`config.mk`:
```
export PLATFORM = sky130hd
export DESIGN_NAME = rx_power_telemetry_averager_flat
export DESIGN_NICKNAME = d
export VERILOG_FILES = /design/src/hw/rtl/rpta_pkg.sv /design/src/hw/rtl/rpta_if.sv /design/src/hw/rtl/rpta_cell.sv /design/src/hw/rtl/rpta_window.sv /design/src/hw/rtl/rx_power_telemetry_averager.sv /design/src/flat_wrapper.sv
export SDC_FILE = /design/constraint.sdc
export NUM_CORES = 1
export LEC_CHECK = 0
export BUFFER_PORTS_ARGS = -buffer_cell sky130_fd_sc_hd__buf_2
export CAP_MARGIN = 20
export CORE_MARGIN = 2
export CORE_UTILIZATION = 52
export CTS_CLUSTER_DIAMETER = 40
export DETAILED_ROUTE_END_ITERATION = 12
export MAX_ROUTING_LAYER = met4
export PLACE_DENSITY = 0.77
export SETUP_SLACK_MARGIN = 0.05
export SLEW_MARGIN = 40
export SYNTH_ARGS = -nofsm -noshare
export SYNTH_HDL_FRONTEND = slang
export SYNTH_SLANG_ARGS = --single-unit
export TNS_END_PERCENT = 20
```
`constraint.sdc`:
```
create_clock -name clk -period 10.5 [get_ports clk]
set_input_delay 0.525 -clock clk [delete_from_list [all_inputs] [get_ports clk]]
set_output_delay 0.525 -clock clk [all_outputs]
set_load 0.005 [all_outputs]
```
`src/hw/rtl/rpta_pkg.sv`:
```
// shared types and constants for the rx power telemetry averager
// no dependencies; imported by every other file of the block
package rpta_pkg;

	localparam int CODE_W     = 8;
	localparam int MV_W       = 15;
	localparam int SAMPLE_W   = 12;
	localparam int AVG_W      = 12;
	localparam int WINDOW_LEN = 10;

	// largest scaled current sample: 255 * 25 / 2
	localparam int SAMPLE_MAX = 3187;
	localparam int SUM_W      = $clog2(WINDOW_LEN * SAMPLE_MAX + 1);

	localparam int OFFSET_RESET = 15;

	localparam logic [MV_W-1:0] RECT_SCALE = 15'd27500;
	localparam logic [MV_W-1:0] OUT_SCALE  = 15'd22500;
	// current scale 3200 / 256 reduces to 25 / 2
	localparam logic [4:0]      CUR_MULT   = 5'd25;

	// divide by the window length: sum * ceil(2^shift / len) >> shift,
	// exact for every SUM_W bit sum when shift is SUM_W + clog2(len)
	localparam int              DIV_W     = SUM_W + 1;
	localparam int              DIV_SHIFT = SUM_W + $clog2(WINDOW_LEN);
	localparam logic [DIV_W-1:0] DIV_MULT = DIV_W'(((64'd1 << DIV_SHIFT)
		+ 64'(WINDOW_LEN) - 64'd1) / 64'(WINDOW_LEN));

	typedef logic [CODE_W-1:0]   code_t;
	typedef logic [MV_W-1:0]     mv_t;
	typedef logic [SAMPLE_W-1:0] sample_t;
	typedef logic [SUM_W-1:0]    sum_t;
	typedef logic [AVG_W-1:0]    avg_t;

endpackage

```
`src/hw/rtl/rpta_if.sv`:
```
// valid/ready channel interfaces for raw code items and telemetry items
// depends on rpta_pkg
interface rpta_in_if import rpta_pkg::*; ();
	logic  valid;
	logic  ready;
	code_t rect_voltage_code;
	code_t out_voltage_code;
	code_t out_current_code;

	modport source (output valid, rect_voltage_code, out_voltage_code, out_current_code,
		input ready);
	modport sink (input valid, rect_voltage_code, out_voltage_code, out_current_code,
		output ready);
endinterface

interface rpta_out_if import rpta_pkg::*; ();
	logic valid;
	logic ready;
	mv_t  rect_voltage_mv;
	mv_t  out_voltage_mv;
	avg_t avg_current_ma;

	modport source (output valid, rect_voltage_mv, out_voltage_mv, avg_current_ma,
		input ready);
	modport sink (input valid, rect_voltage_mv, out_voltage_mv, avg_current_ma,
		output ready);
endinterface

```
`src/hw/rtl/rpta_cell.sv`:
```
// one sample cell of the current window shift chain
// depends on rpta_pkg
module rpta_cell import rpta_pkg::*; (
	input  logic    clk,
	input  logic    arst_n,
	input  logic    shift_en,
	input  sample_t d,
	output sample_t q
);

	sample_t sample_q;

	always_ff @(posedge clk or negedge arst_n) begin
		if (!arst_n) begin
			sample_q <= '0;
		end else if (shift_en) begin
			sample_q <= d;
		end
	end

	assign q = sample_q;

endmodule

```
`src/hw/rtl/rpta_window.sv`:
```
// sliding window of current samples: chain of cells plus running sum
// depends on rpta_pkg and rpta_cell
module rpta_window import rpta_pkg::*; (
	input  logic    clk,
	input  logic    arst_n,
	input  logic    shift_en,
	input  sample_t sample_in,
	output sum_t    sum
);

	sample_t cell_q [WINDOW_LEN];
	sum_t    sum_q;

	genvar i;
	generate
		for (i = 0; i < WINDOW_LEN; i++) begin : g_cell
			if (i == 0) begin : g_head
				rpta_cell u_cell (
					.clk      (clk),
					.arst_n   (arst_n),
					.shift_en (shift_en),
					.d        (sample_in),
					.q        (cell_q[i])
				);
			end else begin : g_body
				rpta_cell u_cell (
					.clk      (clk),
					.arst_n   (arst_n),
					.shift_en (shift_en),
					.d        (cell_q[i-1]),
					.q        (cell_q[i])
				);
			end
		end
	endgenerate

	// oldest sample leaves as the newest enters
	always_ff @(posedge clk or negedge arst_n) begin
		if (!arst_n) begin
			sum_q <= '0;
		end else if (shift_en) begin
			sum_q <= sum_q - sum_t'(cell_q[WINDOW_LEN-1]) + sum_t'(sample_in);
		end
	end

	assign sum = sum_q;

endmodule

```
`src/hw/rtl/rx_power_telemetry_averager.sv`:
```
// rx power telemetry averager: three stage pipeline, one item per cycle
// a result is offered from the stage 3 output register once its item has passed stages 1 and 2
// throughput: one item per cycle; the whole pipeline holds only while the output is stalled
// reset: clears the window cells, running sum and pipeline valids; offset returns to 15
// depends on rpta_pkg, rpta_if, rpta_window
module rx_power_telemetry_averager import rpta_pkg::*; (
	input  logic          clk,
	input  logic          arst_n,
	input  logic          cfg_we,
	input  code_t         cfg_wdata,
	rpta_in_if.sink       in_ch,
	rpta_out_if.source    out_ch
);

	// zero current offset register
	code_t offset_q;

	// stage 1: raw codes and offset-corrected current code
	logic  valid_s1;
	code_t rect_s1;
	code_t vout_s1;
	code_t net_s1;

	// stage 2: voltages in mv, window already holds this item's sample
	logic  valid_s2;
	mv_t   rect_mv_s2;
	mv_t   vout_mv_s2;

	// stage 3: output register
	logic  valid_s3;
	mv_t   rect_mv_s3;
	mv_t   vout_mv_s3;
	avg_t  avg_s3;

	logic  advance;
	logic  accept;
	logic  shift;

	sample_t                sample_s1;
	logic [CODE_W+4:0]      cur_prod;
	logic [CODE_W+MV_W-1:0] rect_prod;
	logic [CODE_W+MV_W-1:0] vout_prod;
	sum_t                   win_sum;
	logic [SUM_W+DIV_W-1:0] div_prod;

	// the pipeline moves as a whole whenever the output register is free
	assign advance     = !valid_s3 || out_ch.ready;
	assign in_ch.ready = advance;
	assign accept      = in_ch.valid && advance;
	// the window takes a sample when the stage 1 item moves to stage 2
	assign shift       = valid_s1 && advance;

	always_ff @(posedge clk or negedge arst_n) begin
		if (!arst_n) begin
			offset_q <= code_t'(OFFSET_RESET);
		end else if (cfg_we) begin
			offset_q <= cfg_wdata;
		end
	end

	// scaled current: net * 3200 >> 8 == net * 25 >> 1
	assign cur_prod  = net_s1 * CUR_MULT;
	assign sample_s1 = cur_prod[SAMPLE_W:1];

	assign rect_prod = rect_s1 * RECT_SCALE;
	assign vout_prod = vout_s1 * OUT_SCALE;

	rpta_window u_window (
		.clk       (clk),
		.arst_n    (arst_n),
		.shift_en  (shift),
		.sample_in (sample_s1),
		.sum       (win_sum)
	);

	// divide by the window length through the reciprocal multiply
	assign div_prod = win_sum * DIV_MULT;

	// control
	always_ff @(posedge clk or negedge arst_n) begin
		if (!arst_n) begin
			valid_s1 <= 1'b0;
			valid_s2 <= 1'b0;
			valid_s3 <= 1'b0;
		end else if (advance) begin
			valid_s1 <= in_ch.valid;
			valid_s2 <= valid_s1;
			valid_s3 <= valid_s2;
		end
	end

	// payload, no reset
	always_ff @(posedge clk) begin
		if (accept) begin
			rect_s1 <= in_ch.rect_voltage_code;
			vout_s1 <= in_ch.out_voltage_code;
			// wraps modulo 256 when the code is below the offset
			net_s1  <= in_ch.out_current_code - offset_q;
		end
		if (shift) begin
			rect_mv_s2 <= rect_prod[CODE_W+MV_W-1:CODE_W];
			vout_mv_s2 <= vout_prod[CODE_W+MV_W-1:CODE_W];
		end
		if (valid_s2 && advance) begin
			rect_mv_s3 <= rect_mv_s2;
			vout_mv_s3 <= vout_mv_s2;
			avg_s3     <= div_prod[DIV_SHIFT+AVG_W-1:DIV_SHIFT];
		end
	end

	assign out_ch.valid           = valid_s3;
	assign out_ch.rect_voltage_mv = rect_mv_s3;
	assign out_ch.out_voltage_mv  = vout_mv_s3;
	assign out_ch.avg_current_ma  = avg_s3;

endmodule

```
`src/flat_wrapper.sv`:
```
// flat-port wrapper written by rule: the top's interface ports become plain ports
module rx_power_telemetry_averager_flat import rpta_pkg::*;
  (clk, arst_n, cfg_we, cfg_wdata, in_ch_valid, in_ch_rect_voltage_code, in_ch_out_voltage_code, in_ch_out_current_code, in_ch_ready, out_ch_valid, out_ch_rect_voltage_mv, out_ch_out_voltage_mv, out_ch_avg_current_ma, out_ch_ready);
  rpta_in_if in_ch_i ();
  rpta_out_if out_ch_i ();
  input  logic clk;
  input  logic arst_n;
  input  logic cfg_we;
  input  code_t cfg_wdata;
  input wire logic [$bits(in_ch_i.valid)-1:0] in_ch_valid;
  input wire logic [$bits(in_ch_i.rect_voltage_code)-1:0] in_ch_rect_voltage_code;
  input wire logic [$bits(in_ch_i.out_voltage_code)-1:0] in_ch_out_voltage_code;
  input wire logic [$bits(in_ch_i.out_current_code)-1:0] in_ch_out_current_code;
  output wire logic [$bits(in_ch_i.ready)-1:0] in_ch_ready;
  output wire logic [$bits(out_ch_i.valid)-1:0] out_ch_valid;
  output wire logic [$bits(out_ch_i.rect_voltage_mv)-1:0] out_ch_rect_voltage_mv;
  output wire logic [$bits(out_ch_i.out_voltage_mv)-1:0] out_ch_out_voltage_mv;
  output wire logic [$bits(out_ch_i.avg_current_ma)-1:0] out_ch_avg_current_ma;
  input wire logic [$bits(out_ch_i.ready)-1:0] out_ch_ready;
  assign in_ch_i.valid = in_ch_valid;
  assign in_ch_i.rect_voltage_code = in_ch_rect_voltage_code;
  assign in_ch_i.out_voltage_code = in_ch_out_voltage_code;
  assign in_ch_i.out_current_code = in_ch_out_current_code;
  assign in_ch_ready = in_ch_i.ready;
  assign out_ch_valid = out_ch_i.valid;
  assign out_ch_rect_voltage_mv = out_ch_i.rect_voltage_mv;
  assign out_ch_out_voltage_mv = out_ch_i.out_voltage_mv;
  assign out_ch_avg_current_ma = out_ch_i.avg_current_ma;
  assign out_ch_i.ready = out_ch_ready;
  rx_power_telemetry_averager u_core (.clk(clk), .arst_n(arst_n), .cfg_we(cfg_we), .cfg_wdata(cfg_wdata), .in_ch(in_ch_i), .out_ch(out_ch_i));
endmodule
```
==> results.yml, run 1 <==
placed_design:
  place_area_um2: 18200
  dp.final_hpwl_um: 25100
  io_buffer_count: 80
  gpl.final_weighted_congestion: 0.902
critical_path:
  worstPathMaxFanout: 5
  endpoint_kind: "flip-flop"
  r2r-start: "u_core.u_window.sum[13]$_DFFE_PN0P_"
  crit_start: "u_core.u_window.sum[13]$_DFFE_PN0P_"
  crit_path_start_kind: "flip-flop"
  critPathArrivalTime_ns: 6.16
  required_ns: 10.77
  setup.worst_path.class: "flip-flop to flip-flop"
synthesis:
  netlist_top_cells_area: "dfrtp_1 21%, ha_1 18%, edfxtp_1 17%, fa_1 15%, nand2_1 8.4%"
  synth_top_area_share_pct: 20.5
  sequential_element_share_of_the_synthesized_area_pct: 37.8
  synth_cells: 1664
  synth_seq_cells: 242
  netlist_area_um2: 17300
  synth_enable_flop_cells: 96
  postSynthAreaPerCell_um2: 10.4
  postSynth.asyncResetShare_pct: 60.3
  synth_cell_type_count: 59
  ys_warns: 0
  synth_fp_nets: 2084
  synth_top_flop_cell: "dfrtp_1"
  synth_top_area_cell: "dfrtp_1"
die:
  die_height_um: 186
  core_area_um2: 32700
  io-pin-count: 81
  site_rows: 66
  starting_density_of_the_core_pct: 52.9
  die-area_um2: 34800
  chipWidth_um: 186
final_layout:
  multi_input_area_um2: 9790
  layout.area.seq_um2: 6540
  n_antenna_cell: 0
  most-common-layout-cells: "385 x nand2_1, 252 x ha_1, 232 x inv_1"
  final_cell_area_excluding_filler_cells_um2: 19500
  area_growth_syn_to_layout_pct: 12.4
  layout_commonest_cell: "nand2_1"
  layout.filler_cells: 2665
  drive_above_1_share_pct: 9.49
  fin_nets: 2172
detailed_routing:
  via_per_inst: 5.18
  via_count: 11500
  postRouteAntennaNets: 0
  routed_wirelength_um: 33300
  dr_drc_count: 0
  route.detailed.wl_per_inst_um: 15.0
  detail_route.iter0.violations: 631
  detailedRoute.firstPassIterationCount: 5
sta:
  report.final.hold_viol_count: 0
  timing.fmax_ghz: 0.170
  final.min_clock_period_ns: 5.89
  hold-worst-slack_ns: 0.0242
  setup_repair_after_global_routing_missed_its_margin: "no"
  fin_worst_skew_ns: 0.0205
  tightest_pin_transition_ns: 0.701
  setup_viol: 0
  finalMaxSlewViolations: 0
  fin_tns_setup_ns: 0
  fin_crit_sh_pct: 56.1
  slew_headroom_pct: 53.3
clock_tree:
  cts_tree: "yes"
  cts_setup_buffers: 0
  h-tree-depth: 2
  ctsRootBufferMaster: "clkbuf_16"
  post_cts.resized_instances: 0
  numCtsBuffers: 36
  cts.reportedPaths.clkPinSlew_ns: 0.05
  cts.sink_count: 242
  cts_buffer_depth: 3
  cts_hold_buffers: 0
  clkLatencyLatePin_ns: 0.53
min_path:
  hold_removal_path_class: "input pin to asynchronous set/reset pin"
grt:
  grt_first_pass_wirelength_um: 56600
  pin_count_of_the_biggest_net_entering_global_routing: 98
  grt_antenna_before_repair: 0
  global_route.usage.total_pct: 20.3
  grt-ovfl-total: 0
  first_global_vias: 12000
run:
  cap_viol_max_count: 0
run_status:
  status: "finished, final reports clean"
[per-stage QoR]
stage,cells,utilization (%),worst slack [ns]
finish,2222,59.5,4.61
global route,2222,59.5,4.22
CTS,2222,59.5,4.60
detailed placement,2156,55.6,4.61
global placement,2156,55.6,4.64
floorplan,1664,-,4.86
[state kept, by name (all words and copies together) (netlist names)]
name and count:
u_core.u_window.g_cell.g_body.u_cell.q 108, u_core.out_ch.out_voltage_mv 15, u_core.out_ch.rect_voltage_mv 15, u_core.rect_mv_s2 15, u_core.u_window.sum 15, u_core.vout_mv_s2 15
u_core.out_ch.avg_current_ma 12, u_core.u_window.g_cell.g_head.u_cell.q 12, u_core.net_s1 8, u_core.offset_q 8, u_core.rect_s1 8, u_core.vout_s1 8
u_core.out_ch.valid 1, u_core.valid_s1 1, u_core.valid_s2 1
[final timing paths]
| check | to | depth (start not counted) | slack (ns) |
|---|---|---|---|
| max | u_core.out_ch.avg_current_ma[10]$_DFFE_PP_ | 21 | 4.61 |
| min in group clk | u_core.rect_s1[2]$_DFFE_PP_ | 1 | 0.17 |
| min | u_core.u_window.g_cell[6].g_body.u_cell.q[0]$_DFFE_PN0P_ | 1 | 0.02 |
| max in group asynchronous | u_core.u_window.g_cell[9].g_body.u_cell.q[4]$_DFFE_PN0P_ | 2 | 9.42 |
| max reg2reg | u_core.out_ch.avg_current_ma[10]$_DFFE_PP_ | 21 | 4.61 |
| min reg2reg | u_core.out_ch.rect_voltage_mv[0]$_DFFE_PP_ | 0 | 0.42 |
[worst max-delay path, stage by stage (launching register included)]
cell	delay [ns]
dfrtp_1	0.41
inv_1	0.08
ha_1	0.32
inv_1	0.08
fa_1	0.56
inv_1	0.09
fa_1	0.50
inv_1	0.04
ha_1	0.31
a21o_1	0.20
fa_1	0.50
inv_1	0.05
fa_1	0.52
inv_1	0.04
ha_1	0.34
and4_1	0.26
and4_1	0.24
and2_1	0.16
o311a_1	0.12
or4_4	0.53
a31oi_4	0.20
xnor2_1	0.07
[cells in the mapped netlist (32+ instances only)]
cell type  count
a21oi_1       36
ha_1         252
fa_1         131
dfrtp_1      142
o21ai_0       59
inv_1        233
clkbuf_1      32
edfxtp_1      96
nor2_1        37
nand2_1      386
xnor2_1       47
[cell type report]
type | count | share of cell area (%)
clock inverter | 26 | 1.57
timing repair buffer | 83 | 2.26
tap | 442 | 2.84
multi-input combinational | 1156 | 50.3
clock buffer | 40 | 4.92
sequential | 242 | 33.6
inverter | 233 | 4.51
[logic make-up (layout without fill, tap and decap cells)]
kind of cell / count (synthesis) / after routing / share of synthesized area (%)
AND/OR/NAND/NOR: 515 / 515 / 12.4
adder cells (fa/ha/maj): 383 / 383 / 33.4
flip-flops: 242 / 242 / 37.8
AO/OA/AOI/OAI: 185 / 185 / 6.94
multiplexers: 3 / 3 / 0.195
XOR/XNOR: 70 / 70 / 3.54
buffers and inverters: 266 / 382 / 5.77
[layer usage]
layer / routed length, µm / part of all wire [%] / GRT usage [%]
met2: 16300 / 49 / 33.1
met3: 1340 / 4.0 / 2.93
met1: 14700 / 44 / 26.3
met4: 892 / 2.7 / 6.32
met5: 0 / 0 / -
Power of run 1 is not shown: default switching activity piles up to over one toggle a cycle in this logic, so the estimate is an artifact.
==> inputs of run 2 (changes only) <==
- PLACE_DENSITY: 0.77 -> 0.8
- clock period: 10.5 -> 5.1 ns (I/O delays scaled with it)
==> results.yml, run 2 (same netlist as run 1, synthesis figures left out) <==
grt:
  first_global_vias: 12700
  pin_count_of_the_biggest_net_entering_global_routing: 100
  global_route.usage.total_pct: 21.7
  grt_first_pass_wirelength_um: 60400
  grt_antenna_before_repair: 0
  grt-ovfl-total: 0
detailed_routing:
  detailedRoute.firstPassIterationCount: 7
  route.detailed.wl_per_inst_um: 15.5
  via_per_inst: 5.23
  postRouteAntennaNets: 0
  detail_route.iter0.violations: 724
  via_count: 12100
  dr_drc_count: 0
  routed_wirelength_um: 36000
placed_design:
  gpl.final_weighted_congestion: 0.917
  io_buffer_count: 80
  dp.final_hpwl_um: 25900
critical_path:
  setup.worst_path.class: "flip-flop to flip-flop"
  required_ns: 5.36
  endpoint_kind: "flip-flop"
  r2r-start: "u_core.u_window.sum[13]$_DFFE_PN0P_"
  reg2reg_slack_ns: -0.13
  regToRegEndpoint: "u_core.out_ch.avg_current_ma[10]$_DFFE_PP_"
  worstPathMaxFanout: 3
  crit_path_start_kind: "flip-flop"
  critPathArrivalTime_ns: 5.49
  r2r.worst_path.cells: 21
clock_tree:
  numCtsBuffers: 34
  cts_buffer_depth: 3
  cts.reportedPaths.clkPinSlew_ns: 0.06
  h-tree-depth: 2
  cts.sink_count: 242
  clkLatencyLatePin_ns: 0.52
  ctsRootBufferMaster: "clkbuf_16"
  cts_tree: "yes"
die:
  core_area_um2: 32700
  site_rows: 66
  chipWidth_um: 186
  io-pin-count: 81
  starting_density_of_the_core_pct: 52.9
  die-area_um2: 34800
  die_height_um: 186
run:
  cap_viol_max_count: 0
run_status:
  status: "complete, but fails checks"
  failing_checks: "negative setup slack"
sta:
  fin_worst_skew_ns: 0.0362
  timing.final.ws_setup_ns: -0.130
  final.min_clock_period_ns: 5.23
  fin_tns_setup_ns: -0.407
  tightest_pin_transition_ns: 0.663
  setup_repair_after_global_routing_missed_its_margin: "yes"
  slew_headroom_pct: 55.8
  finalMaxSlewViolations: 0
  fin_crit_sh_pct: 103
  report.final.hold_viol_count: 0
  setup_viol: 7
  timing.fmax_ghz: 0.191
final_layout:
  layout_commonest_cell: "nand2_1"
  utilization_after_layout_pct: 62.9
  area_growth_syn_to_layout_pct: 18.8
  fin_nets: 2272
  n_antenna_cell: 0
  largest_register_ffs: 108
  most-common-layout-cells: "385 x nand2_1, 239 x ha_1, 224 x inv_1"
  layout.filler_cells: 2476
  drive_above_1_share_pct: 15.5
min_path:
  hold_start: "cfg_we"
  min_path_cells: 2
  hold_removal_path_class: "input pin to flip-flop"
  hold_end: "u_core.offset_q[2]$_DFFE_PN1P_"
[run 2: worst max path at each step]
stage	cells after the start	endpoint	slack (ns)	startpoint
after floorplan	21	u_core.out_ch.avg_current_ma[10]$_DFFE_PP_	0.02	u_core.u_window.sum[13]$_DFFE_PN0P_
after global placement	17	u_core.out_ch.avg_current_ma[10]$_DFFE_PP_	-0.08	u_core.u_window.sum[1]$_DFFE_PN0P_
after detailed placement	19	u_core.out_ch.avg_current_ma[11]$_DFFE_PP_	-0.22	u_core.u_window.sum[13]$_DFFE_PN0P_
after CTS	19	u_core.out_ch.avg_current_ma[11]$_DFFE_PP_	-0.13	u_core.u_window.sum[13]$_DFFE_PN0P_
after global routing	19	u_core.out_ch.avg_current_ma[11]$_DFFE_PP_	-0.31	u_core.u_window.sum[7]$_DFFE_PN0P_
final	21	u_core.out_ch.avg_current_ma[10]$_DFFE_PP_	-0.13	u_core.u_window.sum[13]$_DFFE_PN0P_
[run 2: metal layers]
metal	global-route usage (%)	vias up	part of all wire, %	routed length [µm]
li1	-	5837	-	-
met1	27.5	5937	43	15600
met2	36.4	281	50	18000
met3	2.82	81	3.8	1350
met4	6.87	0	2.9	1040
met5	-	-	0	0
[run 2: critical path, stage by stage, from the launching register on]
cell	delay [ns]
dfrtp_1	0.38
inv_2	0.08
ha_4	0.28
inv_2	0.04
fa_2	0.55
inv_2	0.06
fa_2	0.52
inv_2	0.05
ha_4	0.22
a21o_1	0.17
fa_1	0.50
inv_1	0.05
fa_1	0.51
inv_2	0.05
ha_4	0.21
and4_4	0.15
and4_4	0.15
and2_4	0.15
o311a_4	0.12
or4_4	0.46
a31oi_4	0.21
xnor2_1	0.08
[run 2: what timing repair did]
| action | 4_1_cts | 5_1_grt |
|---|---|---|
| pin swaps | 5 | 12 |
| buffers inserted | 2 | 5 |
| hold buffers | 26 | 0 |
| gates resized for setup | 10 | 24 |
| hold endpoints to repair | 119 | 0 |
| setup endpoints to repair | 10 | 22 |
[run 2: final cells by class]
cell class              instances  area (µm²)  area share [%]
clock buffers                  43        1010            4.91
clock inverters                18         201           0.980
inverters                     233         877            4.27
multi-input cells            1156       10100            49.1
flip-flops and latches        242        6540            31.8
well taps                     442         553            2.69
repair buffers                185        1290            6.28
[run 2: per-stage QoR]
stage	area [µm²]	instances	hold WS, ns	setup WS, ns
global placement	18800	2224	0.404	-0.0794
CTS	20400	2313	0.0355	-0.125
finish	20600	2319	0.0615	-0.130
detailed placement	18800	2224	0.341	-0.218
global route	20600	2319	0.105	-0.311
floorplan	17400	1664	-0.0406	0.0190
Power of run 2 is left out for the same reason.
==> inputs of run 3 (changes only) <==
==> constraint.sdc (replaced) <==
create_clock -name clk -period 5.1 [get_ports clk]
set_input_delay 1.02 -clock clk [delete_from_list [all_inputs] [get_ports clk]]
set_output_delay 1.02 -clock clk [all_outputs]
set_load 0.005 [all_outputs]
==> results.yml, run 3 (same netlist as run 1, synthesis figures left out) <==
sta:
  fin_worst_skew_ns: 0.0253
  fin_tns_setup_ns: -0.469
  setup_repair_after_global_routing_missed_its_margin: "yes"
  report.final.hold_viol_count: 0
  setup_viol: 6
  timing.fmax_ghz: 0.191
  final.min_clock_period_ns: 5.24
  timing.final.ws_setup_ns: -0.142
  fin_crit_sh_pct: 103
  tightest_pin_transition_ns: 0.772
  slew_headroom_pct: 48.5
  finalMaxSlewViolations: 0
critical_path:
  required_ns: 5.47
  setup.worst_path.class: "flip-flop to flip-flop"
  worst-path-buf-inv: 4
  critPathArrivalTime_ns: 5.61
  timing.critical_path.max_delay_family: "adder cells"
  timing.critical_path.slowest_cell_delay_ns: 0.57
  crit_chain: "inv_2 -> ha_4 -> inv_4 -> fa_2 -> inv_2 -> fa_2 -> inv_2 -> ha_4 -> xor2_2 -> fa_1 -> fa_1 -> ha_4 -> and4_4 -> and4_1 -> and2_4 -> o311a_4 -> or4_4 -> and3_1 -> a211oi_2"
  crit_path_start_kind: "flip-flop"
  endpoint_kind: "flip-flop"
  crit_path_top_delay_cell: "fa_1"
  worstPathMaxFanout: 4
detailed_routing:
  dr_drc_count: 0
  via_count: 11800
  detail_route.iter0.violations: 701
  via_per_inst: 5.13
  route.detailed.wl_per_inst_um: 14.8
  detailedRoute.firstPassIterationCount: 5
  postRouteAntennaNets: 0
  routed_wirelength_um: 34000
grt:
  pin_count_of_the_biggest_net_entering_global_routing: 109
  grt_first_pass_wirelength_um: 57500
  grt-ovfl-total: 0
  global_route.usage.total_pct: 20.5
  first_global_vias: 12200
  grt_antenna_before_repair: 0
final_layout:
  area_growth_syn_to_layout_pct: 16.8
  layout_commonest_cell: "nand2_1"
  n_antenna_cell: 0
  most-common-layout-cells: "384 x nand2_1, 243 x ha_1, 224 x inv_1"
  layout.filler_cells: 2550
  utilization_after_layout_pct: 61.8
  drive_above_1_share_pct: 15.0
  fin_nets: 2241
  layoutNonFillerInstCount: 2291
  final_cell_area_excluding_filler_cells_um2: 20200
  largest_register_ffs: 108
min_path:
  hold_removal_path_class: "input pin to asynchronous set/reset pin"
die:
  die-area_um2: 34800
  core_area_um2: 32700
  starting_density_of_the_core_pct: 52.9
  site_rows: 66
  io-pin-count: 81
  die_height_um: 186
  chipWidth_um: 186
placed_design:
  place_area_um2: 18800
  dp.final_hpwl_um: 25400
  gpl.final_weighted_congestion: 0.895
  dpl.cell_count: 2220
  io_buffer_count: 80
clock_tree:
  cts.sink_count: 242
  cts_tree: "yes"
  numCtsBuffers: 36
  clkLatencyLatePin_ns: 0.53
  cts.reportedPaths.clkPinSlew_ns: 0.06
  cts_buffer_depth: 3
  ctsRootBufferMaster: "clkbuf_16"
  cts_hold_buffers: 0
  h-tree-depth: 2
run:
  cap_viol_max_count: 0
run_status:
  failing_checks: "negative setup slack"
  status: "complete, but fails checks"
-- run 3: changes by cell type in the layout (fill, tap and decap cells not counted), sizes merged --
cell / before / now
bufinv: 2 / 1
clkbuf: 43 / 48
buf: 159 / 152
dlygate4sd3: 26 / 0
clkinv: 8 / 9
-- run 3: layer usage --
layer | vias up | GRT usage (%) | part of all wire, %
met4 | 0 | 5.95 | 2.7
met5 | - | - | 0
met2 | 193 | 33.9 | 49
met1 | 5738 | 26.7 | 45
met3 | 63 | 2.75 | 3.3
li1 | 5763 | - | -
-- run 3: final timing paths --
check | startpoint | endpoint | slack, ns | cells after the start
max | u_core.u_window.sum[13]$_DFFE_PN0P_ | u_core.out_ch.avg_current_ma[11]$_DFFE_PP_ | -0.14 | 19
min | arst_n | u_core.u_window.g_cell[8].g_body.u_cell.q[3]$_DFFE_PN0P_ | 0.35 | 1
max reg2reg | u_core.u_window.sum[13]$_DFFE_PN0P_ | u_core.out_ch.avg_current_ma[11]$_DFFE_PP_ | -0.14 | 19
min reg2reg | u_core.vout_mv_s2[14]$_DFFE_PP_ | u_core.out_ch.out_voltage_mv[14]$_DFFE_PP_ | 0.41 | 0
max in group asynchronous | arst_n | u_core.offset_q[1]$_DFFE_PN1P_ | 3.94 | 2
min in group clk | u_core.vout_mv_s2[14]$_DFFE_PP_ | u_core.out_ch.out_voltage_mv[14]$_DFFE_PP_ | 0.41 | 0
-- run 3: layout make-up --
type                       instances  area, µm²  area share [%]
timing repair buffer             152        983            4.86
inverter                         233        882            4.36
sequential                       242       6540            32.4
clock inverter                    18        188           0.928
clock buffer                      48       1040            5.14
multi-input combinational       1156      10000            49.6
tap                              442        553            2.74
-- run 3: through the flow --
stage	setup WS [ns]	hold WS [ns]
after global routing	-0.314	0.361
after floorplan	0.0190	0.400
after detailed placement	-0.178	0.405
after CTS	-0.183	0.410
after global placement	-0.0730	0.402
final	-0.142	0.350
-- run 3: repair_timing --
item | 4_1_cts | 5_1_grt
endpoints found under the setup margin | 7 | 18
pin swaps | 2 | 6
buffers inserted | 1 | 3
gates resized for setup | 3 | 24
-- run 3: worst reg2reg max path, delay by kind of cell, from the launching register on --
kind | cells | cell delay (ns)
adder cells (fa/ha/maj) | 7 | 2.87
AND/OR/NAND/NOR | 5 | 1.17
flip-flops | 1 | 0.40
AO/OA/AOI/OAI | 2 | 0.26
buffers and inverters | 4 | 0.22
XOR/XNOR | 1 | 0.16
Power of run 3 is left out for the same reason.
